**config.mk**
```make
export PLATFORM = sky130hd
export DESIGN_NAME = ffsa_cell
export DESIGN_NICKNAME = d
export VERILOG_FILES = /design/src/rtl/core/ffsa_pkg.sv /design/src/rtl/core/ffsa_cell.sv
export SDC_FILE = /design/constraint.sdc
export NUM_CORES = 1
export LEC_CHECK = 0
export BUFFER_PORTS_ARGS = -buffer_cell sky130_fd_sc_hd__buf_4
export CELL_PAD_IN_SITES_DETAIL_PLACEMENT = 0
export CELL_PAD_IN_SITES_GLOBAL_PLACEMENT = 1
export CORE_MARGIN = 8
export CORE_UTILIZATION = 33
export CTS_CLUSTER_DIAMETER = 50
export DETAILED_ROUTE_END_ITERATION = 8
export GPL_TIMING_DRIVEN = 0
export HOLD_SLACK_MARGIN = 0.12
export PLACE_DENSITY_LB_ADDON = 0.1
export SLEW_MARGIN = 20
export SYNTH_ARGS = -nofsm -noshare
export SYNTH_HDL_FRONTEND = slang
export SYNTH_SLANG_ARGS = --single-unit
```
**constraint.sdc**
```tcl
create_clock -name clk -period 3.4 [get_ports clk]
set_input_delay 0.34 -clock clk [delete_from_list [all_inputs] [get_ports clk]]
set_output_delay 0.34 -clock clk [all_outputs]
set_load 0.02 [all_outputs]
```
**src/rtl/core/ffsa_pkg.sv**
```systemverilog
// Shared types and codes for the first-fit segment allocator.
`timescale 1ns / 1ps
package ffsa_pkg;

  localparam logic [1:0] CMD_ALLOC   = 2'd0;
  localparam logic [1:0] CMD_RELEASE = 2'd1;
  localparam logic [1:0] CMD_RESIZE  = 2'd2;
  localparam logic [1:0] CMD_UNUSED  = 2'd3;

  localparam logic [1:0] ST_OK   = 2'd0;
  localparam logic [1:0] ST_FAIL = 2'd1;
  localparam logic [1:0] ST_IGN  = 2'd2;

  localparam logic REG_HEAP_BASE  = 1'b0;
  localparam logic REG_HEAP_LIMIT = 1'b1;

  localparam logic [31:0] HEAP_LIMIT_RST = 32'h9000_0000;
  localparam logic [31:0] SIZE_MAX       = 32'hFFFF_FFF8;

  typedef struct packed {
    logic [1:0]  cmd;
    logic [31:0] req_size;
    logic [31:0] payload_addr;
  } in_item_t;

  typedef struct packed {
    logic [1:0]  status;
    logic [31:0] result_addr;
    logic [31:0] copy_source;
    logic [31:0] copy_bytes;
  } out_item_t;

  typedef struct packed {
    logic [31:0] base;
    logic [31:0] len;
    logic        free;
  } seg_t;

  typedef enum logic [2:0] {
    OP_NONE,
    OP_MATCH_FIT,
    OP_MATCH_ADDR,
    OP_WRITE,
    OP_INSERT,
    OP_REMOVE
  } cell_op_t;

  typedef struct packed {
    cell_op_t op;
    logic     wlen;
    seg_t     ent;
  } cell_cmd_t;

endpackage

```
**src/rtl/core/ffsa_cell.sv**
```systemverilog
// One segment table cell: holds an entry, matches it, shifts with its neighbors.
`timescale 1ns / 1ps
module ffsa_cell
  import ffsa_pkg::*;
#(
  parameter int SEGMENTS     = 64,
  parameter int HEADER_BYTES = 16,
  parameter int INDEX        = 0,
  parameter int IW           = $clog2(SEGMENTS)
) (
  input  logic          clk,
  input  logic          rst_n,
  input  cell_cmd_t     cmd,
  input  logic [IW-1:0] pos,
  input  logic [IW:0]   count,
  input  seg_t          left_ent,
  input  seg_t          right_ent,
  output seg_t          ent,
  output logic          flag
);

  seg_t ent_r;
  logic flag_r;
  logic live;
  logic at_pos;
  logic above_pos;

  assign live      = (IW+1)'(INDEX) < count;
  assign at_pos    = IW'(INDEX) == pos;
  assign above_pos = IW'(INDEX) > pos;

  always_ff @(posedge clk) begin
    if (!rst_n) begin
      flag_r <= 1'b0;
    end else begin
      case (cmd.op)
        OP_MATCH_FIT:  flag_r <= live && ent_r.free && (ent_r.len >= cmd.ent.len);
        OP_MATCH_ADDR: flag_r <= live &&
                         (({1'b0, ent_r.base} + 33'(HEADER_BYTES)) == {1'b0, cmd.ent.base});
        default:       flag_r <= flag_r;
      endcase
    end
  end

  always_ff @(posedge clk) begin
    case (cmd.op)
      OP_WRITE: begin
        if (at_pos) begin
          ent_r.free <= cmd.ent.free;
          if (cmd.wlen) ent_r.len <= cmd.ent.len;
        end
      end
      OP_INSERT: begin
        if (at_pos) ent_r <= cmd.ent;
        else if (above_pos) ent_r <= left_ent;
      end
      OP_REMOVE: begin
        if (at_pos || above_pos) ent_r <= right_ent;
      end
      default: ent_r <= ent_r;
    endcase
  end

  assign ent  = ent_r;
  assign flag = flag_r;

endmodule

```
## Word level (Yosys, flattened, before mapping)

Index checks and enable logic that the tools add are counted.

| cells by class | value |
|---|---|
| $add $sub $neg | 1 |
| order comparisons | 3 |
| equal/unequal tests | 10 |
| muxes and demuxes | 8 |
| reductions and logical operators | 11 |

Operators by type and width:

| operator | number |
|---|---|
| two-way mux 65 bit | 3 |
| case mux 33 bit (3 select lines) | 1 |
| case mux 32 bit (2 select lines) | 1 |
| adder 32 x 5 -> 33 bit (second input constant) | 1 |
| equality test 33 x 32 -> 1 bit | 1 |
| two-way mux 33 bit | 1 |
| >= comparator 32 bit | 1 |
| two-way mux 32 bit | 1 |
| less-than comparator 1 x 7 -> 1 bit (first input constant) | 1 |
| equality test 3 x 2 -> 1 bit (second input constant) | 2 |
| equality test 3 bit (second input constant) | 2 |
| > comparator 1 x 6 -> 1 bit (first input constant) | 1 |
| zero test 6 bit | 1 |
| inequality test 2 bit (second input constant) | 3 |
| AND reduction 5 bit | 1 |
| AND reduction 4 bit | 1 |
| nonzero test 2 bit | 2 |
| equality test 3 x 1 -> 1 bit (second input constant) | 1 |
| logical AND 1 bit | 3 |
| inequality test 3 bit (second input constant) | 1 |
| AND reduction 3 bit | 1 |
| nonzero test 3 bit | 1 |
| case mux 1 bit (2 select lines) | 1 |
| logical OR 1 bit | 1 |

| storage, ports and cells | value |
|---|---|
| register bits | 66 |
| output and inout port bits | 66 |

## Depth between registers and ports, before layout

Gate-level depths: netlist of the first run.

| depth | value |
|---|---|
| depth in word-level cells | 4 |
| depth in mapped cells | 9 |
| mapped depth without buffers | 9 |

## Worst setup path before layout of the first run

OpenSTA, ideal clock, no wires.

| timing path | value |
|---|---|
| kind | input -> register |
| start point | input cmd[66] (netlist bit) |
| end point | register ent_r (netlist bit ent[10]) (enable) |
| setup time | 0.432 ns |
| arrival | 2.615 ns |
| required time | 2.968 ns |
| slack | 0.353 ns |
| cell stages on the path | 4 |
| buffers on the path | 2 |
| cells stage by stage | buf_1 -> clkbuf_1 -> nand3_1 -> a21oi_1 |

| between the ends | value |
|---|---|
| cells in the longest elaborated chain, start to end | 3 |

RTL lines:

| element | line | source |
|---|---|---|
| start: declaration | ffsa_cell.sv:13 | `input cell_cmd_t cmd,` |
| equality test 3 bit / equality test 3 x 2 -> 1 bit (equally long branches) | ffsa_cell.sv:46 | `case (cmd.op)` |
| inequality test 3 bit (no source line) (tied with other cells) | - |  |
| AND reduction 5 bit (no source line) (*) | - |  |
| end signal: assignment | ffsa_cell.sv:54 | `if (at_pos) ent_r <= cmd.ent;` |
| end signal: assignment | ffsa_cell.sv:55 | `else if (above_pos) ent_r <= left_ent;` |
| end signal: assignment | ffsa_cell.sv:58 | `if (at_pos \|\| above_pos) ent_r <= right_ent;` |
| end: declaration | ffsa_cell.sv:22 | `seg_t ent_r;` |

Every way passes the cells marked *; elsewhere a longest branch is shown, timed or not.
A chain may end at the register's enable or synchronous reset.

## Worst setup path in the final report of the first run

| timing path | value |
|---|---|
| start point | register ent_r (netlist bit ent[37]) |
| end point | register flag_r (netlist: flag) |

| between the ends | value |
|---|---|
| cells in the longest elaborated chain, start to end | 4 |

RTL lines:

| element | line | source |
|---|---|---|
| adder 32 x 5 -> 33 bit | ffsa_cell.sv:39 | `(({1'b0, ent_r.base} + 33'(HEADER_BYTES)) == {1'b0, cmd.ent.base});` |
| equality test 33 x 32 -> 1 bit | ffsa_cell.sv:39 |  |
| logical AND 1 bit | ffsa_cell.sv:38 | `OP_MATCH_ADDR: flag_r <= live &&` |
| case mux 1 bit (2 select lines) | ffsa_cell.sv:36 | `case (cmd.op)` |
| end signal: assignment | ffsa_cell.sv:37 | `OP_MATCH_FIT: flag_r <= live && ent_r.free && (ent_r.len >= cmd.ent.len);` |
| end signal: assignment | ffsa_cell.sv:38 |  |
| end signal: assignment | ffsa_cell.sv:40 | `default: flag_r <= flag_r;` |
| end: declaration | ffsa_cell.sv:23 | `logic flag_r;` |

No other way between the ends.

==> results.md, run 1 <==
- Clock Power Share: 0.403
- Synth unique cells: 54
- Sequential fraction of the synthesis area: 0.368
- Setup crit end kind: flop
- Non-filler cells, final: 1136
- Routed vias: roughly 5900
- Clock Pin Slew Worst Setup and Hold Paths: 0.06 ns
- Endpoint, Worst Hold: ent[28]$_DFFE_PP_
- WL final: 22200 um
- Worst-path fanout max: 8
- HPWL after detailed placement: roughly 18000 um
- Kind of critical path: reg -> reg
- Area contributors post-synth: edfxtp_1, ha_1, nand2_1
- Switching power: 0.000569 W
- Synth top area share: 0.364
- Critical Path Start Type: flop
- Total power density per cell area: 284 nW/um2
- F_max: 349 MHz
- Commonest cells post-synth: nand2_1, edfxtp_1, nor2_1, a22oi_1, o21ai_0
- Boundary Pins: 280
- Slew Viols, Final: 0
- Port buffer count: 279
- R2R setup slack: 0.53 ns
- Netlist Area Pre-Place: approximately 5400 um2
- Syn Area/Cell: 8.60 um2
- Setup Buffers After CTS: 0
- Diodes inserted: 0
- Sw frac: 0.248
- Synth Register Bits: 66
- # rows: 46
- H-Tree Depth: 3
- Reg2reg path depth: 8
- Drt drc: 0
- CTS Buf Count: 9
- Hold bufs inserted after CTS: 0
- Most frequent cell after synthesis: nand2_1
- Core box area: 15900 um2
- Proportion of layout cells with a drive suffix above 1: 0.334
- Starting Density: 0.337
- Post-route clock period utilization: 0.844
- Leakage power: ~3.5 nW
- Reg power frac: 0.396
- Chip width: ~140 um
- Outcome: finished clean
- FF-to-FF Start: ent[37]$_DFFE_PP_
- Ys flop type: edfxtp_1
- Wire length per cell: 19.5 um
- Relative slew margins: 0.513
- Final ANT Viol Nets: 0
- P&R area growth vs syn: 50.8%
- Clk_lat worst skew: about 0.33 ns
- Antenna violations before repair: 1
- Largest net degree at the start of global routing: 23
- Total Routing Usage GR: 0.209
- CTS tree: built
- RSZ-0062 raised after global routing: false
- Minimum clock period after layout: 2.87 ns
- DIE AREA: 20600 um2
- Gpl congestion: 0.870
- Post-DR vias/cell: 5.17
- Filler cells: about 1600
- # resized after CTS: 0
- Final hold vios: 0
- Combinational power share: 0.201
- Die Y: 143 um
- DR iter-0 viols: approximately 300
- Synth area leader: edfxtp_1
- Crit path arrival time: 3.15 ns
- Hold path startpoint: cmd[28]
- Cells after Synth: 623
- Final setup fails: 0
- Post-synth EDFFs: 65
- Global-route wire length before repair: between 30000 and 40000 um
- Reg2reg end: flag$_SDFFE_PN0P_
- WP data required: about 3.7 ns
- Post-Place Cells: roughly 1100
- Cell Int Power: 0.00173 W
- Syn nets: 870
- Drt pass-1 iters: 5
- Clk sinks: 66
- Worst Hold Class: in -> reg
- Max Cap Viol: 0
- Warnings from Yosys: 0
- Worst Tran Pin Value: 0.731 ns
- CTS max path bufs: 2
- Clock Skews: 0.00491 ns
- Vias in the first global route: 6218
- NumNets Final: 1162
- Total power: 0.00230 W
- Total gr overflow: 0
- Root buf cell: clkbuf_16
- Peak VDD IR: ~0.22 mV
- Fraction of registers with async set/reset: 0
- Min-Delay Path Depth: 3
==> layout by cell type (no fill, tap or decap), types with 3 or more instances in the layout <==
cell         n
a211oi_1     6
a21o_1      10
a21oi_1     27
a22oi_1     45
a31oi_1     34
and2_1       3
and3_1      16
and4_1       5
and4_2       3
buf_1        6
buf_4      279
clkbuf_1    29
clkbuf_16    9
edfxtp_1    65
ha_1        33
inv_1       33
nand2_1     94
nand2b_1     5
nand3_1     14
nand4_1     10
nor2_1      49
nor2b_1      5
nor3_1       4
nor4_1       4
o21a_1       3
o21ai_0     40
or3_1        3
or4_1        4
xnor2_1     21
xor2_1      21
==> power by group through the flow <==
stage	clock network (W)	logic, W	registers, W
6_report	0.000926	0.000461	0.000909
2_1_floorplan	0	0.000181	0.000929
4_1_cts	0.000944	0.000465	0.000909
3_3_place_gp	0	0.000452	0.000926
5_1_grt	0.000967	0.000511	0.000909
3_5_place_dp	0	0.000462	0.000926
==> area by class of cell <==
type	instances	area (um2)	share of cell area
inverter	33	124	0.0153
timing repair buffer	281	2150	0.266
clock buffer	12	236	0.0293
multi-input combinational	489	3140	0.388
clock inverter	4	42.5	0.00526
sequential	66	1970	0.244
buffer	35	148	0.0183
tap	216	270	0.0334
==> stage by stage <==
| stage | utilization | setup WS [ns] | cell area [um2] | hold WS [ns] | TNS [ns] |
|---|---|---|---|---|---|
| finish | 0.509 | 0.531 | 8080 | 0.289 | 0 |
| global placement | 0.486 | -1.09 | 7720 | 0.626 | -54.99 |
| CTS | 0.508 | 0.474 | 8080 | 0.280 | 0 |
| global route | 0.509 | 0.255 | 8080 | 0.299 | 0 |
| detailed placement | 0.491 | 0.487 | 7800 | 0.633 | 0 |
| floorplan | - | 0.353 | 5360 | 0.527 | 0 |
==> critical path, cell delays in order, from the launching register on <==
cell	delay, ns
edfxtp_1	0.49
ha_1	0.29
nand4_1	0.22
nor4_4	0.58
nand4_1	0.20
xnor2_1	0.17
a2111o_1	0.39
a2111oi_2	0.29
a31o_1	0.18
==> how the worst max path moves through the flow <==
stage,start,slack [ns],endpoint
global placement,cmd[66],-1.09,ent[10]$_DFFE_PP_
CTS,ent[37]$_DFFE_PP_,0.47,flag$_SDFFE_PN0P_
floorplan,cmd[66],0.35,ent[10]$_DFFE_PP_
detailed placement,ent[37]$_DFFE_PP_,0.49,flag$_SDFFE_PN0P_
finish,ent[37]$_DFFE_PP_,0.53,flag$_SDFFE_PN0P_
global route,ent[37]$_DFFE_PP_,0.25,flag$_SDFFE_PN0P_
==> sequential cells by signal (all words and copies together), names as in the netlist <==
| signal | cells |
|---|---|
| flag | 1 |
| ent | 65 |
==> logic make-up after synthesis <==
group           after synthesis  synth area share
compound gates              186             0.227
xor+xnor                     42            0.0687
buf+inv                      68            0.0507
flops                        66             0.368
simple gates                226             0.205
fa+ha+maj                    33            0.0771
mux                           2           0.00374
==> metal layers <==
metal	GRT usage	up-vias	share of wire
li1	-	2903	-
met1	0.230	2724	0.38
met2	0.377	212	0.51
met3	0.0581	34	0.084
met4	0.0769	2	0.022
met5	0	-	0.00059
Note: power is estimated with default switching activity, not from simulation.
==> inputs of run 2 (changes only) <==
--- a/config.mk
+++ b/config.mk
@@ -5,11 +5,12 @@
 export SDC_FILE = /design/constraint.sdc
 export NUM_CORES = 1
 export LEC_CHECK = 0
+export ABC_AREA = 1
 export BUFFER_PORTS_ARGS = -buffer_cell sky130_fd_sc_hd__buf_4
 export CELL_PAD_IN_SITES_DETAIL_PLACEMENT = 0
 export CELL_PAD_IN_SITES_GLOBAL_PLACEMENT = 1
 export CORE_MARGIN = 8
-export CORE_UTILIZATION = 33
+export CORE_UTILIZATION = 32
 export CTS_CLUSTER_DIAMETER = 50
 export DETAILED_ROUTE_END_ITERATION = 8
 export GPL_TIMING_DRIVEN = 0
==> constraint.sdc (replaced) <==
create_clock -name clk -period 2.8 [get_ports clk]
set_input_delay 0.28 -clock clk [delete_from_list [all_inputs] [get_ports clk]]
set_output_delay 0.28 -clock clk [all_outputs]
set_load 0.02 [all_outputs]
==> run 2 against run 1 <==
- final area grew 1.4%
- die area grew 4.9%
- utilization shrank 2.7 points
- worst setup slack lost 0.16 ns
- first-iteration DRC count shrank 22%
- sequential share of layout area shrank 0.34 points
- power grew 21%
- critical endpoint is now ent[22]$_DFFE_PP_
- register-to-register slack gained 0.07 ns
- clock skew shrank 0.00097 ns
- clock power grew 20%
- routed wire length grew 2.7%
==> results.md, run 2 <==
- CTS max path bufs: 2 (unchanged)
- Routed vias: 6109 (was 5875)
- Antenna violations before repair: 0 (was 1)
- Final setup fails: 0 (unchanged)
- DR iter-0 viols: 239 (was 308)
- Critical Path Start Type: input pin (was flop)
- Drt drc: 0 (unchanged)
- Clk_lat worst skew: 0.33 ns (about the same)
- RSZ-0062 raised after global routing: false (unchanged)
- CTS Buf Count: 9 (unchanged)
- Most frequent cells in the layout: buf_4, nand2_1, nor2_1, inv_1, edfxtp_1 (was buf_4, nand2_1, edfxtp_1)
- WL final: 22800 um (was 22200 um)
- Die Y: 147 um (was 143 um)
- Port buffer count: 279 (unchanged)
- Wire length per cell: 17.7 um (was 19.5 um)
- Total gr overflow: 0 (unchanged)
- Root buf cell: clkbuf_16 (unchanged)
- Diodes inserted: 0 (unchanged)
- # resized after CTS: 0 (unchanged)
- DIE AREA: 21600 um2 (was 20600 um2)
- Clk sinks: 66 (unchanged)
- Vias in the first global route: 6451 (was 6218)
- Slew Viols, Final: 0 (unchanged)
- Chip width: 147 um (was 143 um)
- Clock Pin Slew Worst Setup and Hold Paths: 0.05 ns (was 0.06 ns)
- Worst Tran Pin Value: 0.702 ns (was 0.731 ns)
- Total Routing Usage GR: 0.208 (was 0.209)
- Hold bufs inserted after CTS: 0 (unchanged)
- Synth top area share: 0.356 (was 0.364)
- Netlist Area Pre-Place: 5480 um2 (was 5360 um2)
- Synth unique cells: 31 (was 54)
- Leakage power: 3.83 nW (was 3.53 nW)
- Warnings from Yosys: 0 (unchanged)
- Boundary Pins: 280 (unchanged)
- Clock Skews: 0.00393 ns (was 0.00491 ns)
- Proportion of layout cells with a drive suffix above 1: 0.292 (was 0.334)
- Relative slew margins: 0.528 (was 0.513)
- Post-synth EDFFs: 65 (unchanged)
- Most frequent cell after synthesis: nand2_1 (unchanged)
- Max Cap Viol: 0 (unchanged)
- Cells after Synth: 767 (was 623)
- Syn Area/Cell: 7.15 um2 (was 8.60 um2)
- Setup crit end kind: flop (unchanged)
- Post-route clock period utilization: 0.868
- H-Tree Depth: 3 (unchanged)
- Core Util, Final: 0.482 (was 0.509)
- P&R area growth vs syn: 49.4% (was 50.8%)
- CTS tree: built (unchanged)
- Post-route setup TNS: 0 ns (unchanged)
- Post-DR vias/cell: 4.74 (was 5.17)
- Outcome: finished clean (unchanged)
- Starting Density: 0.323 (was 0.337)
- Fraction of registers with async set/reset: 0 (unchanged)
- HPWL after detailed placement: 19200 um (was 18100 um)
- Largest net degree at the start of global routing: 25 (was 23)
- Total power density per cell area: 338 nW/um2 (was 284 nW/um2)
- Ys flop type: edfxtp_1 (unchanged)
- Gpl congestion: 0.829 (was 0.870)
- Max FFs per register: 65 (unchanged)
- Core box area: 17000 um2 (was 15900 um2)
- Commonest non-fill, non-tap cell in the layout: buf_4 (unchanged)
- Synth area leader: edfxtp_1 (unchanged)
- Minimum clock period after layout: 2.43 ns
- Total power: 0.00277 W (was 0.00230 W)
- Synth Register Bits: 66 (unchanged)
- Setup Buffers After CTS: 0 (unchanged)
- Area contributors post-synth: edfxtp_1, nand2_1, ha_1 (was edfxtp_1, ha_1, nand2_1)
- Global-route wire length before repair: 35100 um (was 33300 um)
- # rows: 48 (was 46)
- Worst Hold Class: in -> reg (unchanged)
- Final ANT Viol Nets: 0 (unchanged)
- Sequential fraction of the synthesis area: 0.360 (was 0.368)
- Syn nets: 1014 (was 870)
- Worst-path fanout max: 18 (was 8)
- Kind of critical path: in -> reg (was reg -> reg)
- Peak VDD IR: 0.264 mV (was 0.217 mV)
- Drt pass-1 iters: 4 (was 5)
- Commonest cells post-synth: nand2_1, nor2_1, inv_1, edfxtp_1, nand3_1 (was nand2_1, edfxtp_1, nor2_1, a22oi_1, o21ai_0)
- NumNets Final: 1306 (was 1162)
- Final hold vios: 0 (unchanged)
- F_max: 412 MHz
- Crit path arrival time: 2.47 ns (was 3.15 ns)
- WP data required: 2.84 ns (was 3.68 ns)
[run 2: critical path, stage by stage]
cell and delay (ns):
buf_4 0.11, nor4_2 0.64, nand2_1 0.41, a21oi_1 0.30, o21a_2 0.49, buf_16 0.22
[run 2: cells by family (layout without fill, tap and decap cells)]
| kind of cell | Yosys count | count (layout) | share of synthesized area |
|---|---|---|---|
| AND/OR/NAND/NOR | 432 | 432 | 0.334 |
| XOR/XNOR | 22 | 22 | 0.0351 |
| adder cells (fa/ha/maj) | 33 | 33 | 0.0753 |
| AO/OA/AOI/OAI | 102 | 102 | 0.119 |
| buffers and inverters | 112 | 409 | 0.0767 |
| flip-flops | 66 | 66 | 0.360 |
[run 2: path summary, 6_finish.rpt]
| check | cells past startpoint | slack (ns) | to | from |
|---|---|---|---|---|
| worst max-delay path | 6 | 0.37 | ent[22]$_DFFE_PP_ | pos[0] |
| worst min-delay path | 3 | 0.18 | flag$_SDFFE_PN0P_ | rst_n |
| worst max register to register | 15 | 0.60 | flag$_SDFFE_PN0P_ | ent[37]$_DFFE_PP_ |
| worst min register to register | 2 | 0.49 | flag$_SDFFE_PN0P_ | flag$_SDFFE_PN0P_ |
[run 2: power by group]
group          switching, W  leakage (nW)  internal [W]  total, W
registers        0.00000413         0.582       0.00110   0.00111
logic              0.000249          3.11      0.000300  0.000549
clock network      0.000431         0.136      0.000683   0.00111
[run 2: routing by layer]
layer | part of all wire | GRT usage
met1 | 0.39 | 0.219
met3 | 0.076 | 0.0726
met4 | 0.011 | 0.0439
met2 | 0.53 | 0.389
met5 | 0 | 0
[run 2: metrics by stage]
stage	instance area (um2)	hold slack [ns]	std cells	worst slack (ns)
6_report	8200	0.184	1289	0.371
5_1_grt	8200	0.186	1289	0.0911
4_1_cts	8200	0.173	1289	0.227
3_5_place_dp	7920	0.475	1273	-0.120
3_3_place_gp	7860	0.466	1271	-1.04
2_1_floorplan	5490	0.402	767	0.344
[run 2: cell type report]
cell class / instances / area, um2
Fill cell: 1794 / 8800
Multi-Input combinational cell: 589 / 3100
Timing Repair Buffer: 281 / 2140
Sequential cell: 66 / 1970
Inverter: 87 / 327
Tap cell: 225 / 282
Clock buffer: 12 / 236
Buffer: 25 / 93.8
Clock inverter: 4 / 42.5
